### src/pfbm_pkg.sv
// ---------------------------------------------------------------------------
// pfbm_pkg: shared types and constants for the pixel format best match block
// Beat payloads, configuration register indexes, selection codes and the
// per-channel shortfall helpers.
// ---------------------------------------------------------------------------
package pfbm_pkg;

  localparam int DEFAULT_MAX_CANDIDATES = 256;

  localparam int CFG_INDEX_W = 3;
  localparam int CFG_DATA_W  = 32;
  localparam int DIST_W      = 10;  // four channels of at most 15*15

  localparam logic [CFG_INDEX_W-1:0] CFG_WANT_RED   = 3'd0;
  localparam logic [CFG_INDEX_W-1:0] CFG_WANT_GREEN = 3'd1;
  localparam logic [CFG_INDEX_W-1:0] CFG_WANT_BLUE  = 3'd2;
  localparam logic [CFG_INDEX_W-1:0] CFG_WANT_ALPHA = 3'd3;
  localparam logic [CFG_INDEX_W-1:0] CFG_WANT_CLASS = 3'd4;
  localparam logic [CFG_INDEX_W-1:0] CFG_WANT_TAG   = 3'd5;

  localparam logic [1:0] HOW_TAG   = 2'd0;
  localparam logic [1:0] HOW_CLOSE = 2'd1;
  localparam logic [1:0] HOW_WIDE  = 2'd2;

  typedef struct packed {
    logic [3:0]  cand_red_bits;
    logic [3:0]  cand_green_bits;
    logic [3:0]  cand_blue_bits;
    logic [3:0]  cand_alpha_bits;
    logic [1:0]  cand_class;
    logic [1:0]  cand_bytes_less_one;
    logic [31:0] cand_tag;
    logic        last_candidate;
  } cand_t;

  typedef struct packed {
    logic [7:0] chosen_index;
    logic [1:0] how_chosen;
    logic       list_overflow;
  } result_t;

  typedef struct packed {
    logic [3:0]  want_red_bits;
    logic [3:0]  want_green_bits;
    logic [3:0]  want_blue_bits;
    logic [3:0]  want_alpha_bits;
    logic [1:0]  want_class;
    logic [31:0] want_tag;
  } cfg_t;

  // squared shortfall of one channel, zero when the candidate has enough bits
  function automatic logic [DIST_W-1:0] shortfall_sq(input logic [3:0] want,
                                                     input logic [3:0] have);
    logic [3:0] d;
    d = (want > have) ? (want - have) : 4'd0;
    return DIST_W'(d) * DIST_W'(d);
  endfunction

  function automatic logic [3:0] channel_mask(input logic [3:0] r, input logic [3:0] g,
                                              input logic [3:0] b, input logic [3:0] a);
    return {a != 4'd0, b != 4'd0, g != 4'd0, r != 4'd0};
  endfunction

endpackage

### src/pfbm_cand_if.sv
// ---------------------------------------------------------------------------
// pfbm_cand_if: candidate format channel
// valid/ready handshake carrying one candidate format per beat.
// ---------------------------------------------------------------------------
interface pfbm_cand_if;
  logic           valid;
  logic           ready;
  pfbm_pkg::cand_t data;

  modport source (output valid, output data, input ready);
  modport sink   (input valid, input data, output ready);
endinterface

### src/pfbm_result_if.sv
// ---------------------------------------------------------------------------
// pfbm_result_if: selection result channel
// valid/ready handshake carrying one chosen candidate per beat.
// ---------------------------------------------------------------------------
interface pfbm_result_if;
  logic             valid;
  logic             ready;
  pfbm_pkg::result_t data;

  modport source (output valid, output data, input ready);
  modport sink   (input valid, input data, output ready);
endinterface

### src/pfbm_cfg_regs.sv
// ---------------------------------------------------------------------------
// pfbm_cfg_regs: wanted format registers
// Decodes the write port and holds the wanted channel widths, class and tag.
// ---------------------------------------------------------------------------
module pfbm_cfg_regs (
  input  logic                             clk,
  input  logic                             rst,
  input  logic                             cfg_wr_en,
  input  logic [pfbm_pkg::CFG_INDEX_W-1:0] cfg_index,
  input  logic [pfbm_pkg::CFG_DATA_W-1:0]  cfg_data,
  output pfbm_pkg::cfg_t                   cfg
);
  import pfbm_pkg::*;

  always_ff @(posedge clk) begin
    if (rst) begin
      cfg <= '0;
    end else if (cfg_wr_en) begin
      case (cfg_index)
        CFG_WANT_RED:   cfg.want_red_bits   <= cfg_data[3:0];
        CFG_WANT_GREEN: cfg.want_green_bits <= cfg_data[3:0];
        CFG_WANT_BLUE:  cfg.want_blue_bits  <= cfg_data[3:0];
        CFG_WANT_ALPHA: cfg.want_alpha_bits <= cfg_data[3:0];
        CFG_WANT_CLASS: cfg.want_class      <= cfg_data[1:0];
        CFG_WANT_TAG:   cfg.want_tag        <= cfg_data[31:0];
        default: ;  // drop writes to unknown indexes
      endcase
    end
  end

endmodule

### src/pfbm_in_stage.sv
// ---------------------------------------------------------------------------
// pfbm_in_stage: candidate input register
// Captures one candidate beat and holds it until the tracker takes it.
// ---------------------------------------------------------------------------
module pfbm_in_stage (
  input  logic            clk,
  input  logic            rst,
  pfbm_cand_if.sink       cand,
  input  logic            step,
  output logic            item_valid,
  output pfbm_pkg::cand_t item
);
  import pfbm_pkg::*;

  logic item_valid_next;
  logic load;

  assign cand.ready = !item_valid || step;
  assign load       = cand.valid && cand.ready;

  always_comb begin
    item_valid_next = item_valid;
    if (load) begin
      item_valid_next = 1'b1;
    end else if (step) begin
      item_valid_next = 1'b0;
    end
  end

  always_ff @(posedge clk) begin
    if (rst) begin
      item_valid <= 1'b0;
    end else begin
      item_valid <= item_valid_next;
    end
  end

  always_ff @(posedge clk) begin
    if (load) begin
      item <= cand.data;
    end
  end

endmodule

### src/pfbm_track.sv
// ---------------------------------------------------------------------------
// pfbm_track: running best-candidate tracker
// Updates the tag, closest and widest choices from the registered candidate
// and loads the result register on the last candidate of a list.
// ---------------------------------------------------------------------------
module pfbm_track #(
  parameter int MAX_CANDIDATES = pfbm_pkg::DEFAULT_MAX_CANDIDATES
) (
  input  logic            clk,
  input  logic            rst,
  input  pfbm_pkg::cfg_t  cfg,
  input  logic            item_valid,
  input  pfbm_pkg::cand_t item,
  output logic            step,
  pfbm_result_if.source   result
);
  import pfbm_pkg::*;

  localparam int POS_W = $clog2(MAX_CANDIDATES + 1);
  localparam logic [POS_W-1:0] POS_MAX = POS_W'(MAX_CANDIDATES);

  logic [POS_W-1:0]  position,       position_next;
  logic              tag_found,      tag_found_next;
  logic [7:0]        tag_index,      tag_index_next;
  logic              close_found,    close_found_next;
  logic [7:0]        close_index,    close_index_next;
  logic [DIST_W-1:0] close_distance, close_distance_next;
  logic [1:0]        close_bytes,    close_bytes_next;
  logic [7:0]        wide_index,     wide_index_next;
  logic [1:0]        wide_bytes,     wide_bytes_next;
  logic              overflowed,     overflowed_next;

  logic              out_valid, out_valid_next;
  result_t           out_data;
  result_t           pick;

  logic [POS_W+7:0]  pos_ext;
  logic [7:0]        idx;
  logic              in_range;
  logic [3:0]        wanted;
  logic [3:0]        have;
  logic              qualify;
  logic [DIST_W-1:0] cand_distance;
  logic              close_take;
  logic              wide_take;
  logic              finish;

  // a last beat may not overwrite a result that is still waiting
  assign step   = item_valid && !(item.last_candidate && out_valid && !result.ready);
  assign finish = step && item.last_candidate;

  assign pos_ext  = {8'd0, position};
  assign idx      = pos_ext[7:0];
  assign in_range = position != POS_MAX;

  assign wanted = channel_mask(cfg.want_red_bits, cfg.want_green_bits,
                               cfg.want_blue_bits, cfg.want_alpha_bits);
  assign have   = channel_mask(item.cand_red_bits, item.cand_green_bits,
                               item.cand_blue_bits, item.cand_alpha_bits);
  assign qualify = (item.cand_class == cfg.want_class) && ((have & wanted) == wanted);
  assign cand_distance = shortfall_sq(cfg.want_red_bits,   item.cand_red_bits)
                       + shortfall_sq(cfg.want_green_bits, item.cand_green_bits)
                       + shortfall_sq(cfg.want_blue_bits,  item.cand_blue_bits)
                       + shortfall_sq(cfg.want_alpha_bits, item.cand_alpha_bits);

  assign close_take = qualify && (!close_found || cand_distance < close_distance ||
                      (cand_distance == close_distance &&
                       item.cand_bytes_less_one < close_bytes));
  assign wide_take  = (position == '0) || (item.cand_bytes_less_one > wide_bytes);

  always_comb begin
    position_next       = position;
    tag_found_next      = tag_found;
    tag_index_next      = tag_index;
    close_found_next    = close_found;
    close_index_next    = close_index;
    close_distance_next = close_distance;
    close_bytes_next    = close_bytes;
    wide_index_next     = wide_index;
    wide_bytes_next     = wide_bytes;
    overflowed_next     = overflowed;

    if (step) begin
      if (!in_range) begin
        overflowed_next = 1'b1;
      end else begin
        if (!tag_found && cfg.want_tag != 32'd0 && item.cand_tag == cfg.want_tag) begin
          tag_found_next = 1'b1;
          tag_index_next = idx;
        end
        if (close_take) begin
          close_found_next    = 1'b1;
          close_index_next    = idx;
          close_distance_next = cand_distance;
          close_bytes_next    = item.cand_bytes_less_one;
        end
        if (wide_take) begin
          wide_index_next = idx;
          wide_bytes_next = item.cand_bytes_less_one;
        end
        position_next = position + 1'b1;
      end
    end

    if (tag_found_next) begin
      pick.chosen_index = tag_index_next;
      pick.how_chosen   = HOW_TAG;
    end else if (close_found_next) begin
      pick.chosen_index = close_index_next;
      pick.how_chosen   = HOW_CLOSE;
    end else begin
      pick.chosen_index = wide_index_next;
      pick.how_chosen   = HOW_WIDE;
    end
    pick.list_overflow = overflowed_next;

    out_valid_next = out_valid && !result.ready;
    if (finish) begin
      out_valid_next = 1'b1;
    end
  end

  always_ff @(posedge clk) begin
    if (rst || finish) begin
      position       <= '0;
      tag_found      <= 1'b0;
      tag_index      <= '0;
      close_found    <= 1'b0;
      close_index    <= '0;
      close_distance <= '0;
      close_bytes    <= '0;
      wide_index     <= '0;
      wide_bytes     <= '0;
      overflowed     <= 1'b0;
    end else begin
      position       <= position_next;
      tag_found      <= tag_found_next;
      tag_index      <= tag_index_next;
      close_found    <= close_found_next;
      close_index    <= close_index_next;
      close_distance <= close_distance_next;
      close_bytes    <= close_bytes_next;
      wide_index     <= wide_index_next;
      wide_bytes     <= wide_bytes_next;
      overflowed     <= overflowed_next;
    end
  end

  always_ff @(posedge clk) begin
    if (rst) begin
      out_valid <= 1'b0;
    end else begin
      out_valid <= out_valid_next;
    end
  end

  always_ff @(posedge clk) begin
    if (finish) begin
      out_data <= pick;
    end
  end

  assign result.valid = out_valid;
  assign result.data  = out_data;

`ifndef NO_ASSERTIONS
  a_clear_after_last: assert property (@(posedge clk) disable iff (rst)
    finish |=> (position == '0 && !tag_found && !close_found && !overflowed))
    else $error("list state not cleared after last candidate");

  a_position_bound: assert property (@(posedge clk) disable iff (rst)
    position <= POS_MAX)
    else $error("position beyond candidate limit");

  a_result_from_last: assert property (@(posedge clk) disable iff (rst)
    $rose(out_valid) |-> $past(finish))
    else $error("result appeared without a last candidate");

  a_how_code: assert property (@(posedge clk) disable iff (rst)
    out_valid |-> (out_data.how_chosen == HOW_TAG || out_data.how_chosen == HOW_CLOSE ||
                   out_data.how_chosen == HOW_WIDE))
    else $error("undefined selection code");

  a_overflow_at_limit: assert property (@(posedge clk) disable iff (rst)
    overflowed |-> position == POS_MAX)
    else $error("overflow flagged below candidate limit");
`endif

endmodule

### src/pixel_format_best_match.sv
// ---------------------------------------------------------------------------
// pixel_format_best_match: pick the best pixel format from a candidate list
// Tracks tag match, least channel shortfall and widest format over a stream
// of candidates and reports the choice on the last one of each list.
// ---------------------------------------------------------------------------
//   port       dir   handshake          beat contents
//   cand       in    valid/ready        one candidate format, last mark
//   result     out   valid/ready        chosen index, how chosen, overflow
//   cfg_*      in    cfg_wr_en          register index, 32-bit write data
//
// One candidate per cycle: an input register, then the tracker logic that
// loads the result register. A result is valid once its last beat has left
// the input register and loaded the result register. Reset (rst, synchronous)
// clears the list state and the wanted format. Only a last beat stalls, held
// in the input register while a previous result still waits, and the input
// stalls with it; other beats keep flowing while a result waits.
// ---------------------------------------------------------------------------
module pixel_format_best_match #(
  parameter int MAX_CANDIDATES = pfbm_pkg::DEFAULT_MAX_CANDIDATES
) (
  input  logic                             clk,
  input  logic                             rst,
  pfbm_cand_if.sink                        cand,
  pfbm_result_if.source                    result,
  input  logic                             cfg_wr_en,
  input  logic [pfbm_pkg::CFG_INDEX_W-1:0] cfg_index,
  input  logic [pfbm_pkg::CFG_DATA_W-1:0]  cfg_data
);
  import pfbm_pkg::*;

  cfg_t  cfg;
  cand_t item;
  logic  item_valid;
  logic  step;

  pfbm_cfg_regs u_cfg_regs (
    .clk       (clk),
    .rst       (rst),
    .cfg_wr_en (cfg_wr_en),
    .cfg_index (cfg_index),
    .cfg_data  (cfg_data),
    .cfg       (cfg)
  );

  pfbm_in_stage u_in_stage (
    .clk        (clk),
    .rst        (rst),
    .cand       (cand),
    .step       (step),
    .item_valid (item_valid),
    .item       (item)
  );

  pfbm_track #(
    .MAX_CANDIDATES (MAX_CANDIDATES)
  ) u_track (
    .clk        (clk),
    .rst        (rst),
    .cfg        (cfg),
    .item_valid (item_valid),
    .item       (item),
    .step       (step),
    .result     (result)
  );

endmodule
### src/flat_wrapper.sv
// flat-port wrapper written by rule: the top's interface ports become plain ports
module pixel_format_best_match_flat import pfbm_pkg::*;
#(
  parameter int MAX_CANDIDATES = pfbm_pkg::DEFAULT_MAX_CANDIDATES
)
  (clk, rst, cfg_wr_en, cfg_index, cfg_data, cand_valid, cand_data, cand_ready, result_valid, result_data, result_ready);
  pfbm_cand_if cand_i ();
  pfbm_result_if result_i ();
  input  logic clk;
  input  logic rst;
  input  logic cfg_wr_en;
  input  logic [pfbm_pkg::CFG_INDEX_W-1:0] cfg_index;
  input  logic [pfbm_pkg::CFG_DATA_W-1:0] cfg_data;
  input wire logic [$bits(cand_i.valid)-1:0] cand_valid;
  input wire logic [$bits(cand_i.data)-1:0] cand_data;
  output wire logic [$bits(cand_i.ready)-1:0] cand_ready;
  output wire logic [$bits(result_i.valid)-1:0] result_valid;
  output wire logic [$bits(result_i.data)-1:0] result_data;
  input wire logic [$bits(result_i.ready)-1:0] result_ready;
  assign cand_i.valid = cand_valid;
  assign cand_i.data = cand_data;
  assign cand_ready = cand_i.ready;
  assign result_valid = result_i.valid;
  assign result_data = result_i.data;
  assign result_i.ready = result_ready;
  pixel_format_best_match #(.MAX_CANDIDATES(MAX_CANDIDATES)) u_core (.clk(clk), .rst(rst), .cand(cand_i), .result(result_i), .cfg_wr_en(cfg_wr_en), .cfg_index(cfg_index), .cfg_data(cfg_data));
endmodule
### config.mk
export PLATFORM = sky130hd
export DESIGN_NAME = pixel_format_best_match_flat
export DESIGN_NICKNAME = d
export VERILOG_FILES = /design/src/pfbm_pkg.sv /design/src/pfbm_cand_if.sv /design/src/pfbm_result_if.sv /design/src/pfbm_cfg_regs.sv /design/src/pfbm_in_stage.sv /design/src/pfbm_track.sv /design/src/pixel_format_best_match.sv /design/src/flat_wrapper.sv
export SDC_FILE = /design/constraint.sdc
export NUM_CORES = 1
export LEC_CHECK = 0
export ABC_AREA = 1
export BUFFER_PORTS_ARGS = -buffer_cell sky130_fd_sc_hd__clkbuf_2
export CORE_MARGIN = 2
export CORE_UTILIZATION = 60
export CTS_BUF_LIST = sky130_fd_sc_hd__clkbuf_8
export CTS_CLUSTER_SIZE = 12
export DETAILED_ROUTE_END_ITERATION = 16
export GPL_TIMING_DRIVEN = 0
export PLACE_DENSITY = 0.81
export SETUP_SLACK_MARGIN = 0.3
export SYNTH_ARGS = -nofsm -noshare
export SYNTH_HDL_FRONTEND = slang
export SYNTH_HIERARCHICAL = 1
export SYNTH_SLANG_ARGS = --single-unit
### constraint.sdc
create_clock -name clk -period 9.93 [get_ports clk]
set_input_delay 2.4825 -clock clk [delete_from_list [all_inputs] [get_ports clk]]
set_output_delay 2.4825 -clock clk [all_outputs]
set_load 0.01 [all_outputs]
==> reports/qor.txt <==
outcome - finished clean
critical path's slowest cell - fa_1
vias in the first global route - 8281
CTS Hold Bufs - 0
DRT iter0 DRCs - 865
top_reg_cell synth - dfxtp_1
Crit Path Max Fanout - 10
cts repair resizes - 0
routed wl met2 - 10800 µm
period utilisation layout - 83.7%
wire per inst - 13.2 µm
WL met1 - 10200 µm
Antenna Nets Post-Route - 0
final hold violation count - 0
post-synth top area share - 19.7%
layout cell share with drive strength beyond 1 - 14.0%
critical path endpoint - u_core/u_track/result.data[9]
Netlist cell types - 42
Rows - 48
clock tree buffer depth - 2
chip height - 136 µm
dpl ws - 1.70 ns
r2r endpoint - u_core/u_track/result.data[9]
crit path kind - reg2reg
Clock Tree Root - clkbuf_8
worst rel slew slack - 45.2%
global placement routability congestion - 0.906
slowest stage delay, CP - 0.55 ns
Power per Cell Area - 131 mW/mm²
sequential fraction of design power - 49.6%
# diodes - 0
worst-case clock skew - 0.0117 ns
Syn Area/Cell - 7.58 µm²
Remaining DRCs - 0
# Post-CTS Setup Buffers - 0
global-route wire length before repair - 38400 µm
Clk pin slew, worst setup/hold paths - 0.09 ns
synthesized netlist cell count - 1371
dominant cell type by area after synthesis - dfxtp_1
Async SR Flop Fraction - 0%
starting density of the core - 60.7%
top post-synthesis cells by count - nand2_1 (273), nor2_1 (249), inv_1 (248), dfxtp_1 (102), nand3_1 (102)
YS warnings - 6
Area Growth Syn to Fin - 11.7%
Detailed Place HPWL - 18100 µm
DRT Pass-1 Iters - 8
Cell Area, Synth - 0.0104 mm²
largest net degree at the start of global routing - 33
FF-to-FF Start - u_core/u_cfg_regs/cfg[42]
worst slew pin tran - 0.820 ns
Post-Syn Nets - 1566
R2R setup slack - 1.62 ns
CP Data Required Time - 10.12 ns
sequential area share after synthesis - 38.1%
reg2reg path depth - 42
Clk network pwr share - 30.8%
gr usage total - 26.3%
Switching Share - 30.5%
post-synthesis register bit count - 166
met3 routed WL - 1440 µm
WHS - 0.460 ns
vias per cell - 5.10
CTS tree - done
combinational share of power - 19.6%
Layout fillers - 1429
Post-synth EDFFs - 64
TritonCTS Buffers - 17
H-tree depth - 4
gr ovfl total - 0
Setup crit start - u_core/u_cfg_regs/cfg[42]
CP Capture Type - flip-flop
Final Max Tran Viols - 0
Worst Slack Setup Final - 1.62 ns
Static Leakage - 5.90 nW
setup tns final - 0 ns
RSZ-0062 raised after global routing - no
Core Box Area - 0.0171 mm²
DR top layer - met4
CP startpoint kind - flip-flop
# nets final - 1691
DIE AREA - 0.0184 mm²
Net Switching - 0.464 mW
Max Fclk - 120 MHz
port bufs - 105
max cap viols - 0
initial antenna violation count - 0
Hold Crit Depth - 2
final setup violation count - 0
min-delay worst type - reg2reg
clk_lat worst skew - 0.46 ns
clock sinks - 166
most frequent cell after synthesis - nand2_1
internal power - 1.06 mW
ranking of synthesized cells by area - dfxtp_1 (20%), edfxtp_1 (18%), nand2_1 (9.9%), nor2_1 (9.0%), inv_1 (9.0%)
Max VDD drop - 0.112 mV
Via Count - 8849
Final Critical Period - 8.31 ns
chip width - 136 µm
Worst Path Arrival - 8.50 ns
final wirelength - 22900 µm
IO Pins - 106
[stage by stage]
| stage | instances | total power, mW | cell area [µm²] | util [%] |
|---|---|---|---|---|
| finish | 1734 | 1.52 | 11600 | 67.8 |
| CTS | 1734 | 1.53 | 11600 | 67.8 |
| global placement | 1701 | 1.06 | 11200 | 65.4 |
| detailed placement | 1702 | 1.07 | 11200 | 65.6 |
| global route | 1734 | 1.61 | 11600 | 67.8 |
| floorplan | 1371 | 0.984 | 10400 | - |
[worst min-delay path by stage]
stage | start | end | slack, ns
after CTS | u_core/u_track/close_bytes[1] | u_core/u_track/close_bytes[1] | 0.47
after floorplan | u_core/u_track/close_bytes[1] | u_core/u_track/close_bytes[1] | 0.43
after global placement | u_core/u_track/overflowed | u_core/u_track/overflowed | 0.44
final | u_core/u_track/close_bytes[1] | u_core/u_track/close_bytes[1] | 0.46
after detailed placement | u_core/u_track/close_bytes[1] | u_core/u_track/close_bytes[1] | 0.45
after global routing | u_core/u_track/overflowed | u_core/u_track/overflowed | 0.50
[routing by layer]
metal	vias up	GRT usage [%]
met5	-	0
met4	0	7.41
met3	40	4.15
met2	321	44.2
met1	3963	35.3
li1	4525	-
[registers in the layout (all words and copies together) (netlist names)]
signal	flops
u_core/u_track/position	9
u_core/u_track/close_bytes	2
u_core/u_track/wide_bytes	2
u_core/u_track/result.data	11
u_core/u_in_stage/item_valid	1
u_core/u_track/tag_found	1
u_core/u_track/close_index	8
u_core/u_track/close_found	1
u_core/u_cfg_regs/cfg	50
u_core/u_track/wide_index	8
u_core/u_track/overflowed	1
u_core/u_in_stage/item	53
u_core/u_track/close_distance	10
u_core/u_track/tag_index	8
u_core/u_track/result.valid	1
[cell usage in the layout (no fill, tap or decap), types with 5 or more instances in the layout]
cell / Yosys / routed
a21oi_1: 43 / 42
buf_2: 6 / 6
buf_4: 6 / 6
buf_6: 5 / 5
clkbuf_1: 5 / 5
clkbuf_2: 0 / 105
clkbuf_8: 0 / 18
dfxtp_1: 102 / 102
edfxtp_1: 64 / 64
fa_1: 33 / 33
ha_1: 69 / 69
inv_1: 248 / 249
inv_2: 16 / 16
nand2_1: 273 / 273
nand2_2: 14 / 14
nand3_1: 102 / 102
nand4_1: 25 / 25
nor2_1: 249 / 249
nor2_4: 7 / 7
nor3_1: 7 / 7
o21ai_0: 42 / 42
o21bai_1: 6 / 6
xnor2_1: 9 / 9
xor2_1: 8 / 8
[critical path: cells and delay by family (launching register included)]
kind | cells | cell delay [ns]
buf+inv | 8 | 0.69
flops | 1 | 0.33
fa+ha+maj | 10 | 3.99
simple gates | 18 | 1.64
xor+xnor | 1 | 0.22
compound gates | 5 | 1.18
[area by class of cell]
cell class              count  area, µm²  share of cell area [%]
plain buffers              25        161                    1.39
clock buffers              18        248                    2.14
clock inverters            14        126                    1.09
inverters                 266       1000                    8.65
multi-input cells         914       5270                    45.4
flip-flops and latches    166       3960                    34.2
well taps                 225        282                    2.43
repair buffers            106        546                    4.70
[power groups by stage]
stage               Combinational [mW]  Clock (mW)  Sequential, mW
finish                           0.298       0.468           0.756
global route                     0.346       0.507           0.759
CTS                              0.298       0.478           0.756
detailed placement               0.296           0           0.771
global placement                 0.286           0           0.772
floorplan                        0.217           0           0.767
[cells by family after synthesis]
group           after synthesis  share of synthesized area [%]
buf+inv                     291                           11.2
compound gates              102                           5.56
simple gates                693                           29.0
flops                       166                           38.1
fa+ha+maj                   102                           14.7
xor+xnor                     17                           1.43
Note: power is estimated with default switching activity, not from simulation.
